## src/rtl/yuvrgb_pkg.sv

```systemverilog
// Package for the two-pixel YUV 4:2:0 to RGB565 converter.
// Holds the BT.601 Q20 coefficients, term types and the clip and pack functions.
// No dependencies.
`default_nettype none

package yuvrgb_pkg;

    localparam int unsigned SampleW = 8;
    localparam int unsigned PixelW  = 16;
    localparam int unsigned DataW   = 32;
    localparam int unsigned AddrW   = 3;
    localparam int unsigned CoefW   = 23;
    localparam int unsigned DiffW   = SampleW + 1;
    localparam int unsigned ProdW   = CoefW + DiffW;
    localparam int unsigned TermW   = 10;
    localparam int unsigned SumW    = 11;
    localparam int unsigned FracW   = 20;

    localparam logic signed [CoefW-1:0] CoefY  = 23'sd1220542;
    localparam logic signed [CoefW-1:0] CoefRv = 23'sd1673527;
    localparam logic signed [CoefW-1:0] CoefGv = 23'sd852492;
    localparam logic signed [CoefW-1:0] CoefGu = 23'sd409993;
    localparam logic signed [CoefW-1:0] CoefBu = 23'sd2116026;

    localparam logic signed [DiffW-1:0] LumaOffset   = 9'sd16;
    localparam logic signed [DiffW-1:0] ChromaOffset = 9'sd128;

    // Register index of the byte-swap control, taken from paddr[2].
    localparam logic RegSwap = 1'b0;

    typedef logic signed [DiffW-1:0] t_diff;
    typedef logic signed [ProdW-1:0] t_prod;
    typedef logic signed [TermW-1:0] t_term;
    typedef logic signed [SumW-1:0]  t_sum;

    typedef struct packed {
        t_term rv;
        t_term gv;
        t_term gu;
        t_term bu;
    } t_chroma;

    // floor(coef * x / 2^20); the arithmetic shift gives floor for negative products.
    function automatic t_term q20_term(input logic signed [CoefW-1:0] coef, input t_diff x);
        t_prod p;
        begin
            p = coef * x;
            return p[FracW+TermW-1:FracW];
        end
    endfunction

    function automatic logic [SampleW-1:0] clip8(input t_sum v);
        begin
            if (v[SumW-1] || (v == '0)) begin
                return '0;
            end else if (v[SumW-2:SampleW] != '0) begin
                return '1;
            end else begin
                return v[SampleW-1:0];
            end
        end
    endfunction

    function automatic logic [PixelW-1:0] pack565(input logic [SampleW-1:0] r,
                                                  input logic [SampleW-1:0] g,
                                                  input logic [SampleW-1:0] b,
                                                  input logic swap);
        begin
            if (swap) begin
                return {g[4:2], b[7:3], r[7:3], g[7:5]};
            end else begin
                return {r[7:3], g[7:2], b[7:3]};
            end
        end
    endfunction

endpackage

`default_nettype wire

```

## src/rtl/yuvrgb_if.sv

```systemverilog
// Valid/ready channel interfaces of the converter: YUV pair in, RGB565 pair out.
// Depends on yuvrgb_pkg for field widths.
`default_nettype none

interface yuvrgb_in_if;
    logic                              valid;
    logic                              ready;
    logic [yuvrgb_pkg::SampleW-1:0]    luma_first;
    logic [yuvrgb_pkg::SampleW-1:0]    luma_second;
    logic [yuvrgb_pkg::SampleW-1:0]    chroma_blue;
    logic [yuvrgb_pkg::SampleW-1:0]    chroma_red;

    modport source(output valid, output luma_first, output luma_second,
                   output chroma_blue, output chroma_red, input ready);
    modport sink(input valid, input luma_first, input luma_second,
                 input chroma_blue, input chroma_red, output ready);
endinterface

interface yuvrgb_out_if;
    logic                              valid;
    logic                              ready;
    logic [yuvrgb_pkg::PixelW-1:0]     pixel_first;
    logic [yuvrgb_pkg::PixelW-1:0]     pixel_second;

    modport source(output valid, output pixel_first, output pixel_second, input ready);
    modport sink(input valid, input pixel_first, input pixel_second, output ready);
endinterface

`default_nettype wire

```

## src/rtl/yuvrgb_pixel.sv

```systemverilog
// Final stage for one pixel: adds luma and chroma terms, clips and packs RGB565.
// Depends on yuvrgb_pkg.
`default_nettype none

module yuvrgb_pixel (
    input  wire yuvrgb_pkg::t_term               i_yt,
    input  wire yuvrgb_pkg::t_chroma             i_chroma,
    input  wire logic                            i_swap,
    output logic [yuvrgb_pkg::PixelW-1:0]        o_pixel
);
    import yuvrgb_pkg::*;

    t_sum                 n_r_sum;
    t_sum                 n_g_sum;
    t_sum                 n_b_sum;
    logic [SampleW-1:0]   n_r;
    logic [SampleW-1:0]   n_g;
    logic [SampleW-1:0]   n_b;

    always_comb begin
        n_r_sum = SumW'(i_yt) + SumW'(i_chroma.rv);
        n_g_sum = SumW'(i_yt) - (SumW'(i_chroma.gv) + SumW'(i_chroma.gu));
        n_b_sum = SumW'(i_yt) + SumW'(i_chroma.bu);
        n_r     = clip8(n_r_sum);
        n_g     = clip8(n_g_sum);
        n_b     = clip8(n_b_sum);
        o_pixel = pack565(n_r, n_g, n_b, i_swap);
    end

endmodule

`default_nettype wire

```

## src/rtl/yuv420_to_rgb565_pair.sv

```systemverilog
// Two-pixel BT.601 YUV 4:2:0 to RGB565 converter with an APB control register.
// Items pass the input, term and pixel register stages in turn to the output.
// Throughput: one pixel pair per cycle unless the output stalls; three register
// stages collapse bubbles, taking items while a result waits until all hold data.
// Reset clears all stage valid bits and the byte-swap register.
// Depends on yuvrgb_pkg, yuvrgb_if and yuvrgb_pixel.
`default_nettype none

module yuv420_to_rgb565_pair (
    input  wire logic                              i_clk,
    input  wire logic                              i_rst_n,
    yuvrgb_in_if.sink                              i_in,
    yuvrgb_out_if.source                           o_out,
    input  wire logic                              psel,
    input  wire logic                              penable,
    input  wire logic                              pwrite,
    input  wire logic [yuvrgb_pkg::AddrW-1:0]      paddr,
    input  wire logic [yuvrgb_pkg::DataW-1:0]      pwdata,
    output logic [yuvrgb_pkg::DataW-1:0]           prdata,
    output logic                                   pready
);
    import yuvrgb_pkg::*;

    logic                 r_swap;

    logic                 r_s1_valid;
    logic [SampleW-1:0]   r_y0;
    logic [SampleW-1:0]   r_y1;
    logic [SampleW-1:0]   r_u;
    logic [SampleW-1:0]   r_v;

    logic                 r_s2_valid;
    t_term                r_yt0;
    t_term                r_yt1;
    t_chroma              r_chroma;

    logic                 r_s3_valid;
    logic [PixelW-1:0]    r_pix0;
    logic [PixelW-1:0]    r_pix1;

    logic                 n_s1_ready;
    logic                 n_s2_ready;
    logic                 n_s3_ready;
    t_diff                n_dy0;
    t_diff                n_dy1;
    t_diff                n_du;
    t_diff                n_dv;
    t_chroma              n_chroma;
    logic [PixelW-1:0]    n_pix0;
    logic [PixelW-1:0]    n_pix1;
    logic                 n_cfg_wr;

    assign pready   = 1'b1;
    assign n_cfg_wr = psel && penable && pwrite && pready && (paddr[2] == RegSwap);
    assign prdata   = (paddr[2] == RegSwap) ? {{(DataW-1){1'b0}}, r_swap} : '0;

    assign n_s3_ready = !r_s3_valid || o_out.ready;
    assign n_s2_ready = !r_s2_valid || n_s3_ready;
    assign n_s1_ready = !r_s1_valid || n_s2_ready;
    assign i_in.ready = n_s1_ready;

    assign o_out.valid        = r_s3_valid;
    assign o_out.pixel_first  = r_pix0;
    assign o_out.pixel_second = r_pix1;

    always_comb begin
        n_dy0       = $signed({1'b0, r_y0}) - LumaOffset;
        n_dy1       = $signed({1'b0, r_y1}) - LumaOffset;
        n_du        = $signed({1'b0, r_u}) - ChromaOffset;
        n_dv        = $signed({1'b0, r_v}) - ChromaOffset;
        n_chroma.rv = q20_term(CoefRv, n_dv);
        n_chroma.gv = q20_term(CoefGv, n_dv);
        n_chroma.gu = q20_term(CoefGu, n_du);
        n_chroma.bu = q20_term(CoefBu, n_du);
    end

    yuvrgb_pixel u_pix0 (
        .i_yt     (r_yt0),
        .i_chroma (r_chroma),
        .i_swap   (r_swap),
        .o_pixel  (n_pix0)
    );

    yuvrgb_pixel u_pix1 (
        .i_yt     (r_yt1),
        .i_chroma (r_chroma),
        .i_swap   (r_swap),
        .o_pixel  (n_pix1)
    );

    always_ff @(posedge i_clk) begin
        if (!i_rst_n) begin
            r_swap     <= 1'b0;
            r_s1_valid <= 1'b0;
            r_s2_valid <= 1'b0;
            r_s3_valid <= 1'b0;
        end else begin
            if (n_cfg_wr) begin
                r_swap <= pwdata[0];
            end
            if (n_s1_ready) begin
                r_s1_valid <= i_in.valid;
            end
            if (n_s2_ready) begin
                r_s2_valid <= r_s1_valid;
            end
            if (n_s3_ready) begin
                r_s3_valid <= r_s2_valid;
            end
        end
    end

    always_ff @(posedge i_clk) begin
        if (n_s1_ready && i_in.valid) begin
            r_y0 <= i_in.luma_first;
            r_y1 <= i_in.luma_second;
            r_u  <= i_in.chroma_blue;
            r_v  <= i_in.chroma_red;
        end
        if (n_s2_ready && r_s1_valid) begin
            r_yt0    <= q20_term(CoefY, n_dy0);
            r_yt1    <= q20_term(CoefY, n_dy1);
            r_chroma <= n_chroma;
        end
        if (n_s3_ready && r_s2_valid) begin
            r_pix0 <= n_pix0;
            r_pix1 <= n_pix1;
        end
    end

endmodule

`default_nettype wire

```

## src/flat_wrapper.sv

```systemverilog
// flat-port wrapper written by rule: the top's interface ports become plain ports
module yuv420_to_rgb565_pair_flat import yuvrgb_pkg::*;
  (i_clk, i_rst_n, psel, penable, pwrite, paddr, pwdata, prdata, pready, i_in_valid, i_in_luma_first, i_in_luma_second, i_in_chroma_blue, i_in_chroma_red, i_in_ready, o_out_valid, o_out_pixel_first, o_out_pixel_second, o_out_ready);
  yuvrgb_in_if i_in_i ();
  yuvrgb_out_if o_out_i ();
  input  wire logic i_clk;
  input  wire logic i_rst_n;
  input  wire logic psel;
  input  wire logic penable;
  input  wire logic pwrite;
  input  wire logic [yuvrgb_pkg::AddrW-1:0] paddr;
  input  wire logic [yuvrgb_pkg::DataW-1:0] pwdata;
  output logic [yuvrgb_pkg::DataW-1:0] prdata;
  output logic pready;
  input wire logic [$bits(i_in_i.valid)-1:0] i_in_valid;
  input wire logic [$bits(i_in_i.luma_first)-1:0] i_in_luma_first;
  input wire logic [$bits(i_in_i.luma_second)-1:0] i_in_luma_second;
  input wire logic [$bits(i_in_i.chroma_blue)-1:0] i_in_chroma_blue;
  input wire logic [$bits(i_in_i.chroma_red)-1:0] i_in_chroma_red;
  output wire logic [$bits(i_in_i.ready)-1:0] i_in_ready;
  output wire logic [$bits(o_out_i.valid)-1:0] o_out_valid;
  output wire logic [$bits(o_out_i.pixel_first)-1:0] o_out_pixel_first;
  output wire logic [$bits(o_out_i.pixel_second)-1:0] o_out_pixel_second;
  input wire logic [$bits(o_out_i.ready)-1:0] o_out_ready;
  assign i_in_i.valid = i_in_valid;
  assign i_in_i.luma_first = i_in_luma_first;
  assign i_in_i.luma_second = i_in_luma_second;
  assign i_in_i.chroma_blue = i_in_chroma_blue;
  assign i_in_i.chroma_red = i_in_chroma_red;
  assign i_in_ready = i_in_i.ready;
  assign o_out_valid = o_out_i.valid;
  assign o_out_pixel_first = o_out_i.pixel_first;
  assign o_out_pixel_second = o_out_i.pixel_second;
  assign o_out_i.ready = o_out_ready;
  yuv420_to_rgb565_pair u_core (.i_clk(i_clk), .i_rst_n(i_rst_n), .i_in(i_in_i), .o_out(o_out_i), .psel(psel), .penable(penable), .pwrite(pwrite), .paddr(paddr), .pwdata(pwdata), .prdata(prdata), .pready(pready));
endmodule
```

## config.mk

```make
export PLATFORM = sky130hd
export DESIGN_NAME = yuv420_to_rgb565_pair_flat
export DESIGN_NICKNAME = d
export VERILOG_FILES = /design/src/rtl/yuvrgb_pkg.sv /design/src/rtl/yuvrgb_if.sv /design/src/rtl/yuvrgb_pixel.sv /design/src/rtl/yuv420_to_rgb565_pair.sv /design/src/flat_wrapper.sv
export SDC_FILE = /design/constraint.sdc
export NUM_CORES = 1
export LEC_CHECK = 0
export BUFFER_PORTS_ARGS = -buffer_cell sky130_fd_sc_hd__buf_2
export CAP_MARGIN = 20
export CORE_ASPECT_RATIO = 0.75
export CORE_UTILIZATION = 30
export CTS_BUF_LIST = sky130_fd_sc_hd__clkbuf_8
export CTS_CLUSTER_DIAMETER = 40
export DETAILED_ROUTE_END_ITERATION = 6
export GPL_TIMING_DRIVEN = 0
export MAX_ROUTING_LAYER = met4
export PLACE_DENSITY = 0.43
export RECOVER_POWER = 50
export SLEW_MARGIN = 30
export SYNTH_ARGS = -nofsm -noshare
export SYNTH_HDL_FRONTEND = slang
export SYNTH_SLANG_ARGS = --single-unit
```

## constraint.sdc

```tcl
create_clock -name i_clk -period 8.4 [get_ports i_clk]
set_clock_uncertainty 0.15 [all_clocks]
set_input_delay 1.26 -clock i_clk [delete_from_list [all_inputs] [get_ports i_clk]]
set_output_delay 1.26 -clock i_clk [all_outputs]
set_load 0.1 [all_outputs]
```

==> results of run 1 <==
-- synth_stat cells, drive strengths merged, types with 8 or more instances --
cell type,n
or2,10
o22ai,10
xor2,29
and2,11
and3,8
a21o,29
a211o,10
buf,32
o21bai,9
nor2b,29
a21oi,95
inv,403
a211oi,13
nand2,49
nand3,11
fa,188
or3,8
o21a,31
nor4,18
a31oi,13
a21boi,12
nor2,77
o32ai,20
edfxtp,123
o21ai,66
nand2b,9
nand4,10
ha,577
nor3,33
xnor2,65
-- cell usage in the layout (no fill, tap or decap), drive strengths merged, types with 9 or more instances in the layout --
cell type  instances
o22ai             10
xor2              29
o21bai             9
a21boi            12
nand3             11
nor3              33
a31oi             13
buf              107
nor4              18
a211o             10
a21o              29
fa               188
or2               10
a21oi             95
a211oi            13
nor2              77
o32ai             20
o21ai             66
and2              11
nand2             49
xnor2             65
nand2b             9
clkbuf            30
inv              411
o21a              31
conb              32
nand4             10
ha               577
edfxtp           123
nor2b             29
-- path summary, 6_finish.rpt --
path	from	endpoint	slack, ns
setup / recovery	u_core.r_v[7]	u_core.r_chroma[38]	1.66
hold / removal	u_core.r_s1_valid	u_core.r_s2_valid	0.40
setup reg to reg	u_core.r_v[7]	u_core.r_chroma[38]	1.66
hold reg to reg	u_core.r_s1_valid	u_core.r_s2_valid	0.40
-- worst reg2reg max path, delay by kind of cell, from the launching register on --
| family | cells | cell delay (ns) |
|---|---|---|
| buf+inv | 4 | 1.03 |
| flops | 1 | 0.77 |
| compound gates | 7 | 2.15 |
| simple gates | 1 | 0.21 |
| fa+ha+maj | 6 | 2.21 |
-- flip-flops by register name, summed over array words and instances (netlist names) --
register / cells
u_core.r_s1_valid: 1
u_core.r_swap: 1
u_core.r_s2_valid: 1
u_core.r_y0: 8
u_core.r_y1: 8
u_core.r_yt0: 10
u_core.o_out.valid: 1
u_core.r_yt1: 10
u_core.r_chroma: 39
u_core.o_out.pixel_second: 16
u_core.r_v: 8
u_core.r_u: 8
u_core.o_out.pixel_first: 16
-- routing by layer --
| layer | track usage, % | wire length (um) |
|---|---|---|
| met5 | - | 0 |
| met2 | 20.4 | 20000 |
| met3 | 2.89 | 1770 |
| met4 | 3.06 | 464 |
| met1 | 22.0 | 28100 |
-- through the flow --
stage / power, mW / cell area (um2) / hold slack (ns) / setup WS [ns]
after floorplan: 6.14 / 21600 / 0.345 / 2.02
after global routing: 9.49 / 23600 / 0.440 / 1.18
final: 8.39 / 23600 / 0.403 / 1.66
after global placement: 7.72 / 23100 / 0.367 / -0.501
after detailed placement: 7.83 / 23300 / 0.416 / 1.62
after CTS: 8.52 / 23700 / 0.444 / 1.57
-- layout make-up --
type	instances	area, um2
timing repair buffer	81	408
fill	7231	46900
clock buffer	17	234
inverter	403	1510
sequential	127	3770
antenna	1	2.50
tap	946	1180
buffer	39	267
clock inverter	15	176
multi-input combinational	1558	16000
-- power breakdown --
part | switching (mW) | internal [mW]
Combinational | 3.89 | 2.77
Clock | 0.318 | 0.273
Sequential | 0.160 | 0.984
Total | 4.37 | 4.02
-- kinds of logic (layout without fill, tap and decap cells) --
| logic type | count (synthesis) | count (layout) |
|---|---|---|
| AND/OR/NAND/NOR | 296 | 296 |
| buffers and inverters | 442 | 555 |
| flip-flops | 127 | 127 |
| multiplexers | 2 | 2 |
| XOR/XNOR | 95 | 95 |
| AO/OA/AOI/OAI | 368 | 368 |
| adder cells (fa/ha/maj) | 765 | 765 |
| other | 2 | 33 |
==> reports/summary.txt, run 1 <==
Status -> complete, but fails checks
Failing checks -> capacitance limit, slew limit
Die height -> 234 um
Worst-Margin Slew -> 2.40 ns
Sequential-to-total area share from yosys stat -> 17.6%
Critical Path, Cell by Cell -> inv_1, ha_1, inv_1, ha_1, inv_1, fa_1, inv_1, fa_1, ha_1, ha_1, a21oi_1, o31ai_1, a2111oi_2, o21ai_0, nor3b_1, o41ai_1, a21boi_0, o221a_2
Die area -> 72600 um2
Routed Antenna Nets -> 0
Critical-path top delay cell -> edfxtp_1
Worst Path Max Fanout -> 19
Resized cells post-CTS -> 0
Cts bufs inserted -> 17
Pwr/cell area -> 356 nW/um2
Initial antenna violation count -> 1
Largest family of logic cells by synthesized area -> adder cells
Setup Buffers After CTS -> 0
Synth Area in Compound Gates -> 11.7%
Grt total ovfl -> 0
Mapped Area -> 21400 um2
Chip width -> 311 um
Post-cts hold buffer count -> 0
Tcrit/Tclk final -> 80.2%
DRC errors left -> 0
Leak pwr -> 11.9 nW
Per-cell routed wire length -> 15.8 um
Cells after Synth -> 2097
# IOs -> 141
Number of synthesized register bits -> 127
Post-synthesis mux area share -> 0.0934%
R2R depth -> 18
Vias in the first global route -> 14700
Worst Hold Class -> reg2reg
Core Rows -> 84
CTS root buf -> clkbuf_8
Final Hold Viols -> 0
Post-synth EDFFs -> 123
Largest net degree at the start of global routing -> 20
Max IR drop VDD -> 165 uV
Placed wire-length estimate -> 43400 um
First-pass GRT wire length -> 81100 um
Core box area -> 70400 um2
Post-synthesis xor/xnor area fraction -> 3.94%
Placed Cells incl. Taps -> 3154
Max-slew headroom -> -61.1%
Worst Hold Depth -> 2
RSZ-0062 raised after global routing -> false
Layout cells sized above 1 -> 7.32%
Worst Setup Start Kind -> register
Overall global routing resource usage -> 14.8%
Layout area overhead -> 9.90%
1st-pass router iterations -> 5
Total wire length -> 50300 um
Warnings, synthesis -> 0
Clock Pin Slew Worst Setup and Hold Paths -> 0.09 ns
Vias per inst -> 4.66
Top cells by area, synth -> ha_1, fa_1, edfxtp_1
Min Clock Period, post-route -> 6.74 ns
Fin util -> 33.5%
Max Fclk -> 148 MHz
Final cell count without fillers -> 3187
Slowest stage delay, CP -> 0.77 ns
Clock Tree Buf Depth -> 2
Post-synth top area share -> 33.7%
Clock Sinks -> 127
Drt first-iter violations -> 628
Crit. End Element -> register
Clock latency on the worst-skew pair -> 0.55 ns
Primary FF master, synth -> edfxtp_1
Asr flop ratio synth -> 0%
Fin. max-slew vios -> 26
Mean area per synthesized cell -> 10.2 um2
Adder-cell area share of the yosys netlist -> 51.2%
GP Congestion -> 0.887
Initial Util -> 30.4%
Buf+Inv Stages, Crit Path -> 4
Setup TNS -> 0 ns
Post-Synth Simple-Gate Area -> 7.14%
Number of I/O port buffers -> 75
Vias -> 14800
Kind of critical path -> reg2reg
Max-cap viol count -> 2
TritonCTS clock tree -> done
CP Data Required Time -> 8.55 ns
H-tree levels -> 4
CP Data Arrival Time -> 6.89 ns
Worst path top cell family by delay -> adder cells
Nets -> 3066
Setup-failing EPs final -> 0
Dominant cell type by area after synthesis -> ha_1
Distinct cells, synth -> 71
Critical path depth -> 18
(Power assumes the default switching activity.)
==> run 2: changes to the inputs <==
- clock period: 8.4 -> 6.7 ns (I/O delays scaled with it)
==> run 2 against run 1 <==
Effect of this change:
- the flow still finishes with violations (capacitance limit, slew limit)
- sequential share of layout area about the same
- hold slack got worse by 0.00093 ns
- cell count increased by 0.13%
- via count increased by 0.26%
- largest cell class unchanged
==> reports/summary.txt, run 2 (synthesis results as in run 1) <==
Drt first-iter violations -> 621 (-1.1%)
Clock Pin Slew Worst Setup and Hold Paths -> 0.09 ns (about the same)
Overall global routing resource usage -> 14.8% (+0.046 points)
Layout area overhead -> 10.2%
Vias per inst -> 4.66 (+0.14%)
Share of total power in combinational logic -> 79.4% (about the same)
Vias -> 14900 (+0.26%)
1st-pass router iterations -> 5 (unchanged)
Switching share of power -> 52.1% (about the same)
Die area -> 72600 um2 (unchanged)
Internal Power -> 5.05 mW (+26%)
Setup TNS -> 0 ns (unchanged)
TritonCTS clock tree -> done
Layout cells sized above 1 -> 7.66% (+0.34 points)
Largest reg by FF count -> u_core.r_chroma
Switching power -> 5.49 mW (+26%)
GP Congestion -> 0.887 (unchanged)
Clock latency on the worst-skew pair -> 0.55 ns (about the same)
Clock share of power -> 7.0% (about the same)
Share of power burned in registers -> 13.6% (about the same)
Worst Hold Class -> reg2reg
Max-cap viol count -> 2 (unchanged)
Initial antenna violation count -> 1 (unchanged)
Largest net degree at the start of global routing -> 19 (-5.0%)
Max Fclk -> 157 MHz (+6.0%)
Max IR drop VDD -> 208 uV (+26%)
Fillers -> 7223 (-0.11%)
Number of I/O port buffers -> 75 (unchanged)
Setup-failing EPs final -> 0 (unchanged)
Total wire length -> 50500 um (+0.40%)
Initial Util -> 30.4% (unchanged)
Core Rows -> 84 (unchanged)
Placed wire-length estimate -> 43400 um (unchanged)
CP Data Required Time -> 6.82 ns (-1.73 ns)
Per-cell routed wire length -> 15.8 um (+0.28%)
CTS root buf -> clkbuf_8
Clock Sinks -> 127 (unchanged)
Core box area -> 70400 um2 (unchanged)
Failing checks -> capacitance limit, slew limit
Vias in the first global route -> 14700 (+0.12%)
Routed Antenna Nets -> 0 (unchanged)
Nets -> 3070 (+0.13%)
Grt total ovfl -> 0 (unchanged)
Worst-Margin Slew -> 2.38 ns (-0.0156 ns)
H-tree levels -> 4 (unchanged)
Worst Setup Start Kind -> register
Crit. End Element -> register
Cts bufs inserted -> 17 (unchanged)
Tcrit/Tclk final -> 94.9% (+15 points)
DRC errors left -> 0 (unchanged)
Kind of critical path -> reg2reg
Status -> complete, but fails checks
Max reg flops -> 39 (unchanged)
Pwr/cell area -> 446 nW/um2 (+25%)
Min Clock Period, post-route -> 6.36 ns (-0.384 ns)
Chip width -> 311 um (unchanged)
Die height -> 234 um (unchanged)
# IOs -> 141 (unchanged)
Clock Tree Buf Depth -> 2 (unchanged)
Fin. max-slew vios -> 26 (unchanged)
First-pass GRT wire length -> 81200 um (+0.21%)
Worst Path Max Fanout -> 6 (-13)
Commonest non-fill, non-tap cell in the layout -> ha_1
Max-slew headroom -> -60.1% (+1.1 points)
Commonest cells after routing, fill and taps aside -> ha_1, inv_1, fa_1, edfxtp_1, a21oi_1
CP Data Arrival Time -> 6.48 ns (-0.41 ns)
Leak pwr -> 12.0 nW (+0.15%)
WHS -> 0.403 ns (-0.000925 ns)
Final Hold Viols -> 0 (unchanged)
[run 2: cell types whose count changed in the layout (fill, tap and decap cells not counted)]
| cell | before | now |
|---|---|---|
| inv_1 | 404 | 403 |
| a41oi_1 | 2 | 1 |
| xor2_2 | 0 | 1 |
| a41oi_2 | 0 | 1 |
| xor2_4 | 0 | 1 |
| clkinvlp_4 | 2 | 3 |
| buf_4 | 32 | 36 |
| xor2_1 | 29 | 27 |
[run 2: worst paths after layout]
path | startpoint | end | slack (ns) | cells past startpoint
worst min-delay path | u_core.r_s1_valid | u_core.r_s2_valid | 0.40 | 2
worst max register to register | u_core.r_y1[4] | u_core.r_yt1[9] | 0.34 | 20
worst min register to register | u_core.r_s1_valid | u_core.r_s2_valid | 0.40 | 2
worst max-delay path | u_core.r_y1[4] | u_core.r_yt1[9] | 0.34 | 20
[run 2: per-stage QoR]
step                util [%]  instance area [um2]  worst slack (ns)  instances  total power, mW
floorplan                  -                21600             0.578       2127             7.70
global placement        32.8                23100             -1.95       3148             9.68
detailed placement      33.0                23300           -0.0828       3154             9.81
CTS                     33.7                23700            0.0444       3188             10.7
global route            33.6                23600          -0.00736       3191             11.9
finish                  33.6                23600             0.344       3191             10.5
[run 2: per-layer routing]
metal	vias to the layer above	GRT usage [%]	share of wire, %
li1	7513	-	-
met5	-	-	0
met4	0	3.09	0.96
met3	32	2.89	3.8
met1	7122	22.1	56
met2	218	20.4	40
[run 2: what timing repair did]
| action | CTS | global route |
|---|---|---|
| buffers inserted | 2 | 2 |
| hold buffers | 0 | 0 |
| resized for setup | 1 | 4 |
| endpoints found under the setup margin | 3 | 13 |
| hold endpoints to repair | 0 | 0 |
[run 2: area by class of cell]
| type | instances | area, um2 | share of cell area [%] |
|---|---|---|---|
| multi-input combinational | 1558 | 16000 | 67.9 |
| sequential | 127 | 3770 | 16.0 |
| inverter | 403 | 1520 | 6.42 |
| tap | 946 | 1180 | 5.01 |
| timing repair buffer | 85 | 438 | 1.85 |
| buffer | 39 | 267 | 1.13 |
| clock buffer | 17 | 234 | 0.990 |
| clock inverter | 15 | 176 | 0.747 |
| antenna | 1 | 2.50 | 0.0106 |
[run 2: power by group through the flow]
stage | clock [mW] | combinational, mW | sequential [mW]
global route | 0.814 | 9.65 | 1.45
global placement | 0 | 8.22 | 1.47
finish | 0.738 | 8.37 | 1.43
CTS | 0.793 | 8.45 | 1.44
floorplan | 0 | 6.14 | 1.56
detailed placement | 0 | 8.35 | 1.46
[run 2: critical path, cell delays in order (launching register included)]
cell	delay [ns]
edfxtp_1	0.45
inv_1	0.23
ha_1	0.39
inv_1	0.14
nor3_2	0.55
fa_1	0.59
ha_1	0.30
inv_1	0.05
fa_1	0.52
inv_1	0.05
fa_1	0.47
ha_1	0.30
ha_1	0.31
a21oi_1	0.14
o21ai_0	0.08
a31oi_1	0.23
a31oi_1	0.18
a41o_1	0.34
a21o_1	0.19
o41ai_1	0.31
xnor2_1	0.11
==> run 3: changes to the inputs <==
- CORE_UTILIZATION: 30 -> 55
- PLACE_DENSITY: 0.43 -> 0.71
- SYNTH_HIERARCHICAL: not set -> 1
==> run 3 against run 2 <==
Effect of this change:
- the flow now finishes without violations
- hold slack better by 0.0042 ns
- first-iteration DRC count is 58% higher
- clock power is 1% lower
- utilization is 27 points higher
- clock-buffer cell count stayed put
- synthesized area is 2.1% higher
- register-to-register slack better by 0.05 ns
- sequential cell count stayed put
- setup slack better by 0.050 ns
- power is 3.3% higher
- cell area is 0.62% lower
- largest cell class unchanged
- highest routed layer unchanged
==> reports/summary.txt, run 3 <==
Warnings, synthesis -> 6 (+6)
Cells after Synth -> 2144 (+2.2%)
Setup ws final -> 0.394 ns (+0.0504 ns)
Final Hold Viols -> 0 (unchanged)
Dominant cell type by area after synthesis -> ha_1
CTS root buf -> clkbuf_8
Number of synthesized register bits -> 127 (unchanged)
Fin. max-slew vios -> 0 (-100%)
Leak pwr -> 12.2 nW (+2.5%)
Min Clock Period, post-route -> 6.31 ns (-0.0504 ns)
Share of total power in combinational logic -> 79.7% (+0.3 points)
Grt total ovfl -> 0 (unchanged)
Critical-path top delay cell -> fa_1
Per-cell routed wire length -> 17.3 um (+9.3%)
Switching share of power -> 51.8% (-0.26 points)
Number of I/O port buffers -> 75 (unchanged)
Tcrit/Tclk final -> 94.1% (-0.75 points)
Max reg flops -> 39 (unchanged)
Max-slew headroom -> 6.63% (+67 points)
Clock Tree Buf Depth -> 2 (unchanged)
Worst-Margin Slew -> 1.39 ns (-0.992 ns)
Post-synth top area share -> 32.5% (-1.2 points)
Status -> finished, final reports clean
Tot Pwr -> 10.9 mW (+3.3%)
Final cell count without fillers -> 2799 (-12%)
Antenna cells -> 0 (-1)
Resized cells post-CTS -> 0 (-1)
Clock latency on the worst-skew pair -> 0.50 ns (-0.05 ns)
Worst Setup Start Kind -> register
Worst Path Max Fanout -> 5 (-1)
Top cells by area, synth -> ha_1, fa_1, edfxtp_1
Worst path top cell family by delay -> adder cells
Area occupied by multi-input gates -> 16400 um2 (+2.1%)
Setup Buffers After CTS -> 0 (-2)
Place WS -> 0.136 ns (+0.219 ns)
Layout cells sized above 1 -> 8.09% (+0.42 points)
Kind of critical path -> reg2reg
Nets -> 3122 (+1.7%)
Post-cts hold buffer count -> 0 (unchanged)
Die area -> 40600 um2 (-44%)
Drt first-iter violations -> 983 (+58%)
Asr flop ratio synth -> 0% (unchanged)
Primary FF master, synth -> edfxtp_1
Final Instance Area -> 23500 um2 (-0.62%)
Share of power burned in registers -> 13.6% (about the same)
Clock Pin Slew Worst Setup and Hold Paths -> 0.08 ns (about the same)
Vias per inst -> 5.63 (+21%)
Slowest stage delay, CP -> 0.53 ns (-0.06 ns)
Commonest non-fill, non-tap cell in the layout -> ha_1
Layout area overhead -> 7.25%
Fillers -> 3269 (-55%)
Largest reg by FF count -> u_core/r_chroma
CP Data Required Time -> 6.79 ns (-0.03 ns)
Internal Power -> 5.24 mW (+3.8%)
Commonest cells after routing, fill and taps aside -> ha_1, inv_1, fa_1, edfxtp_1, a21oi_1
Max IR drop VDD -> 229 uV (+10%)
Initial antenna violation count -> 1 (unchanged)
Core box area -> 38800 um2 (-45%)
First-pass GRT wire length -> 80200 um (-1.3%)
Post-synth EDFFs -> 123 (unchanged)
Placed Cells incl. Taps -> 2767 (-12%)
R2R setup slack -> 0.39 ns (+0.05 ns)
Placed wire-length estimate -> 42000 um (-3.1%)
Chip width -> 232 um (-25%)
GP Congestion -> 0.944 (+6.4%)
Distinct cells, synth -> 80 (+13%)
Pwr/cell area -> 463 nW/um2 (+3.9%)
Crit. End Element -> register
Clock Sinks -> 127 (unchanged)
# IOs -> 141 (unchanged)
Core Rows -> 62 (-26%)
Mapped Area -> 21900 um2 (+2.1%)
Sequential-to-total area share from yosys stat -> 17.2% (-0.37 points)
RSZ-0062 raised after global routing -> false
TritonCTS clock tree -> done
Vias in the first global route -> 15900 (+7.9%)
Clock share of power -> 6.7% (-0.3 points)
Mean area per synthesized cell -> 10.2 um2 (-0.12%)
Largest net degree at the start of global routing -> 22 (+3)
Critical Path, Cell by Cell -> inv_1, ha_1, inv_1, or3_1, inv_2, fa_1, ha_1, inv_1, fa_1, inv_1, fa_1, ha_1, ha_1, nand4_1, a211oi_1, o31ai_1, and4_1, o31ai_2, nor4_1, nor3_1, xnor2_1
Register area -> 3770 um2 (unchanged)
CP Data Arrival Time -> 6.40 ns (-0.08 ns)
Most frequent cell after synthesis -> ha_1
Die height -> 175 um (-25%)
Setup-failing EPs final -> 0 (unchanged)
Max-cap viol count -> 0 (-2)
DP Area -> 23200 um2 (-0.46%)
Worst Hold Class -> reg2reg
Overall global routing resource usage -> 26.1% (+11 points)
1st-pass router iterations -> 6 (+1)
Switching power -> 5.64 mW (+2.8%)
DRC errors left -> 0 (unchanged)
Cts bufs inserted -> 17 (unchanged)
Buf+Inv Stages, Crit Path -> 5 (+1)
Commonest cells post-synth -> ha_1, inv_1, fa_1
Total wire length -> 48500 um (-4.1%)
Vias -> 15700 (+5.8%)
H-tree levels -> 4 (unchanged)
Routed Antenna Nets -> 0 (unchanged)
Initial Util -> 56.5% (+26 points)
Max Fclk -> 159 MHz (+0.80%)
-- run 3: cell count changes after synthesis, moves of 13 or more --
| cell | change |
|---|---|
| fa_1 | +17 |
| a21oi_1 | +16 |
| inv_1 | +21 |
| nand3_1 | +19 |
| o21ai_0 | -26 |
| nor4_1 | -13 |
| nor2b_1 | -16 |
-- run 3: final timing paths --
path | from | end | cells after the start
worst min register to register | u_core/r_s1_valid | u_core/r_s2_valid | 2
worst max-delay path | u_core/r_y0[4] | u_core/r_yt0[9] | 21
worst max register to register | u_core/r_y0[4] | u_core/r_yt0[9] | 21
worst min-delay path | u_core/r_s1_valid | u_core/r_s2_valid | 2
-- run 3: worst reg2reg max path, delay by kind of cell, from the launching register on --
kind | cells | cell delay (ns)
xor+xnor | 1 | 0.10
compound gates | 3 | 0.78
buf+inv | 5 | 0.64
fa+ha+maj | 7 | 2.74
flops | 1 | 0.46
simple gates | 5 | 1.18
-- run 3: power groups by stage --
stage | Combinational (mW) | Clock, mW | Sequential, mW
detailed placement | 8.56 | 0 | 1.50
global placement | 8.21 | 0 | 1.50
finish | 8.67 | 0.727 | 1.48
floorplan | 6.48 | 0 | 1.55
global route | 9.87 | 0.783 | 1.50
CTS | 8.64 | 0.758 | 1.48
-- run 3: per-layer routing --
metal | track usage [%] | vias to the layer above | share of wire, %
met2 | 37.5 | 430 | 42
met1 | 37.6 | 7611 | 50
li1 | - | 7645 | -
met4 | 6.47 | 0 | 1.7
met5 | - | - | 0
met3 | 4.98 | 60 | 6.1
-- run 3: area by class of cell --
| cell class | instances | area share, % |
|---|---|---|
| multi-input combinational | 1584 | 69.8 |
| sequential | 127 | 16.1 |
| inverter | 427 | 6.83 |
| tap | 512 | 2.73 |
| timing repair buffer | 81 | 1.69 |
| buffer | 36 | 1.20 |
| clock buffer | 17 | 0.996 |
| clock inverter | 15 | 0.735 |
-- run 3: per-stage QoR --
step / hold slack, ns / setup TNS [ns] / util [%]
after floorplan: 0.348 / 0 / -
after global placement: 0.371 / -91.01 / 59.4
after detailed placement: 0.428 / 0 / 59.7
after CTS: 0.441 / 0 / 60.8
after global routing: 0.478 / 0 / 60.5
final: 0.407 / 0 / 60.5
-- run 3: logic make-up after synthesis --
| kind of cell | synth area share, % |
|---|---|
| fa+ha+maj | 51.3 |
| buf+inv | 8.61 |
| compound gates | 11.6 |
| simple gates | 7.41 |
| flops | 17.2 |
| xor+xnor | 3.76 |
| other cells | 0.0343 |
| mux | 0.0457 |
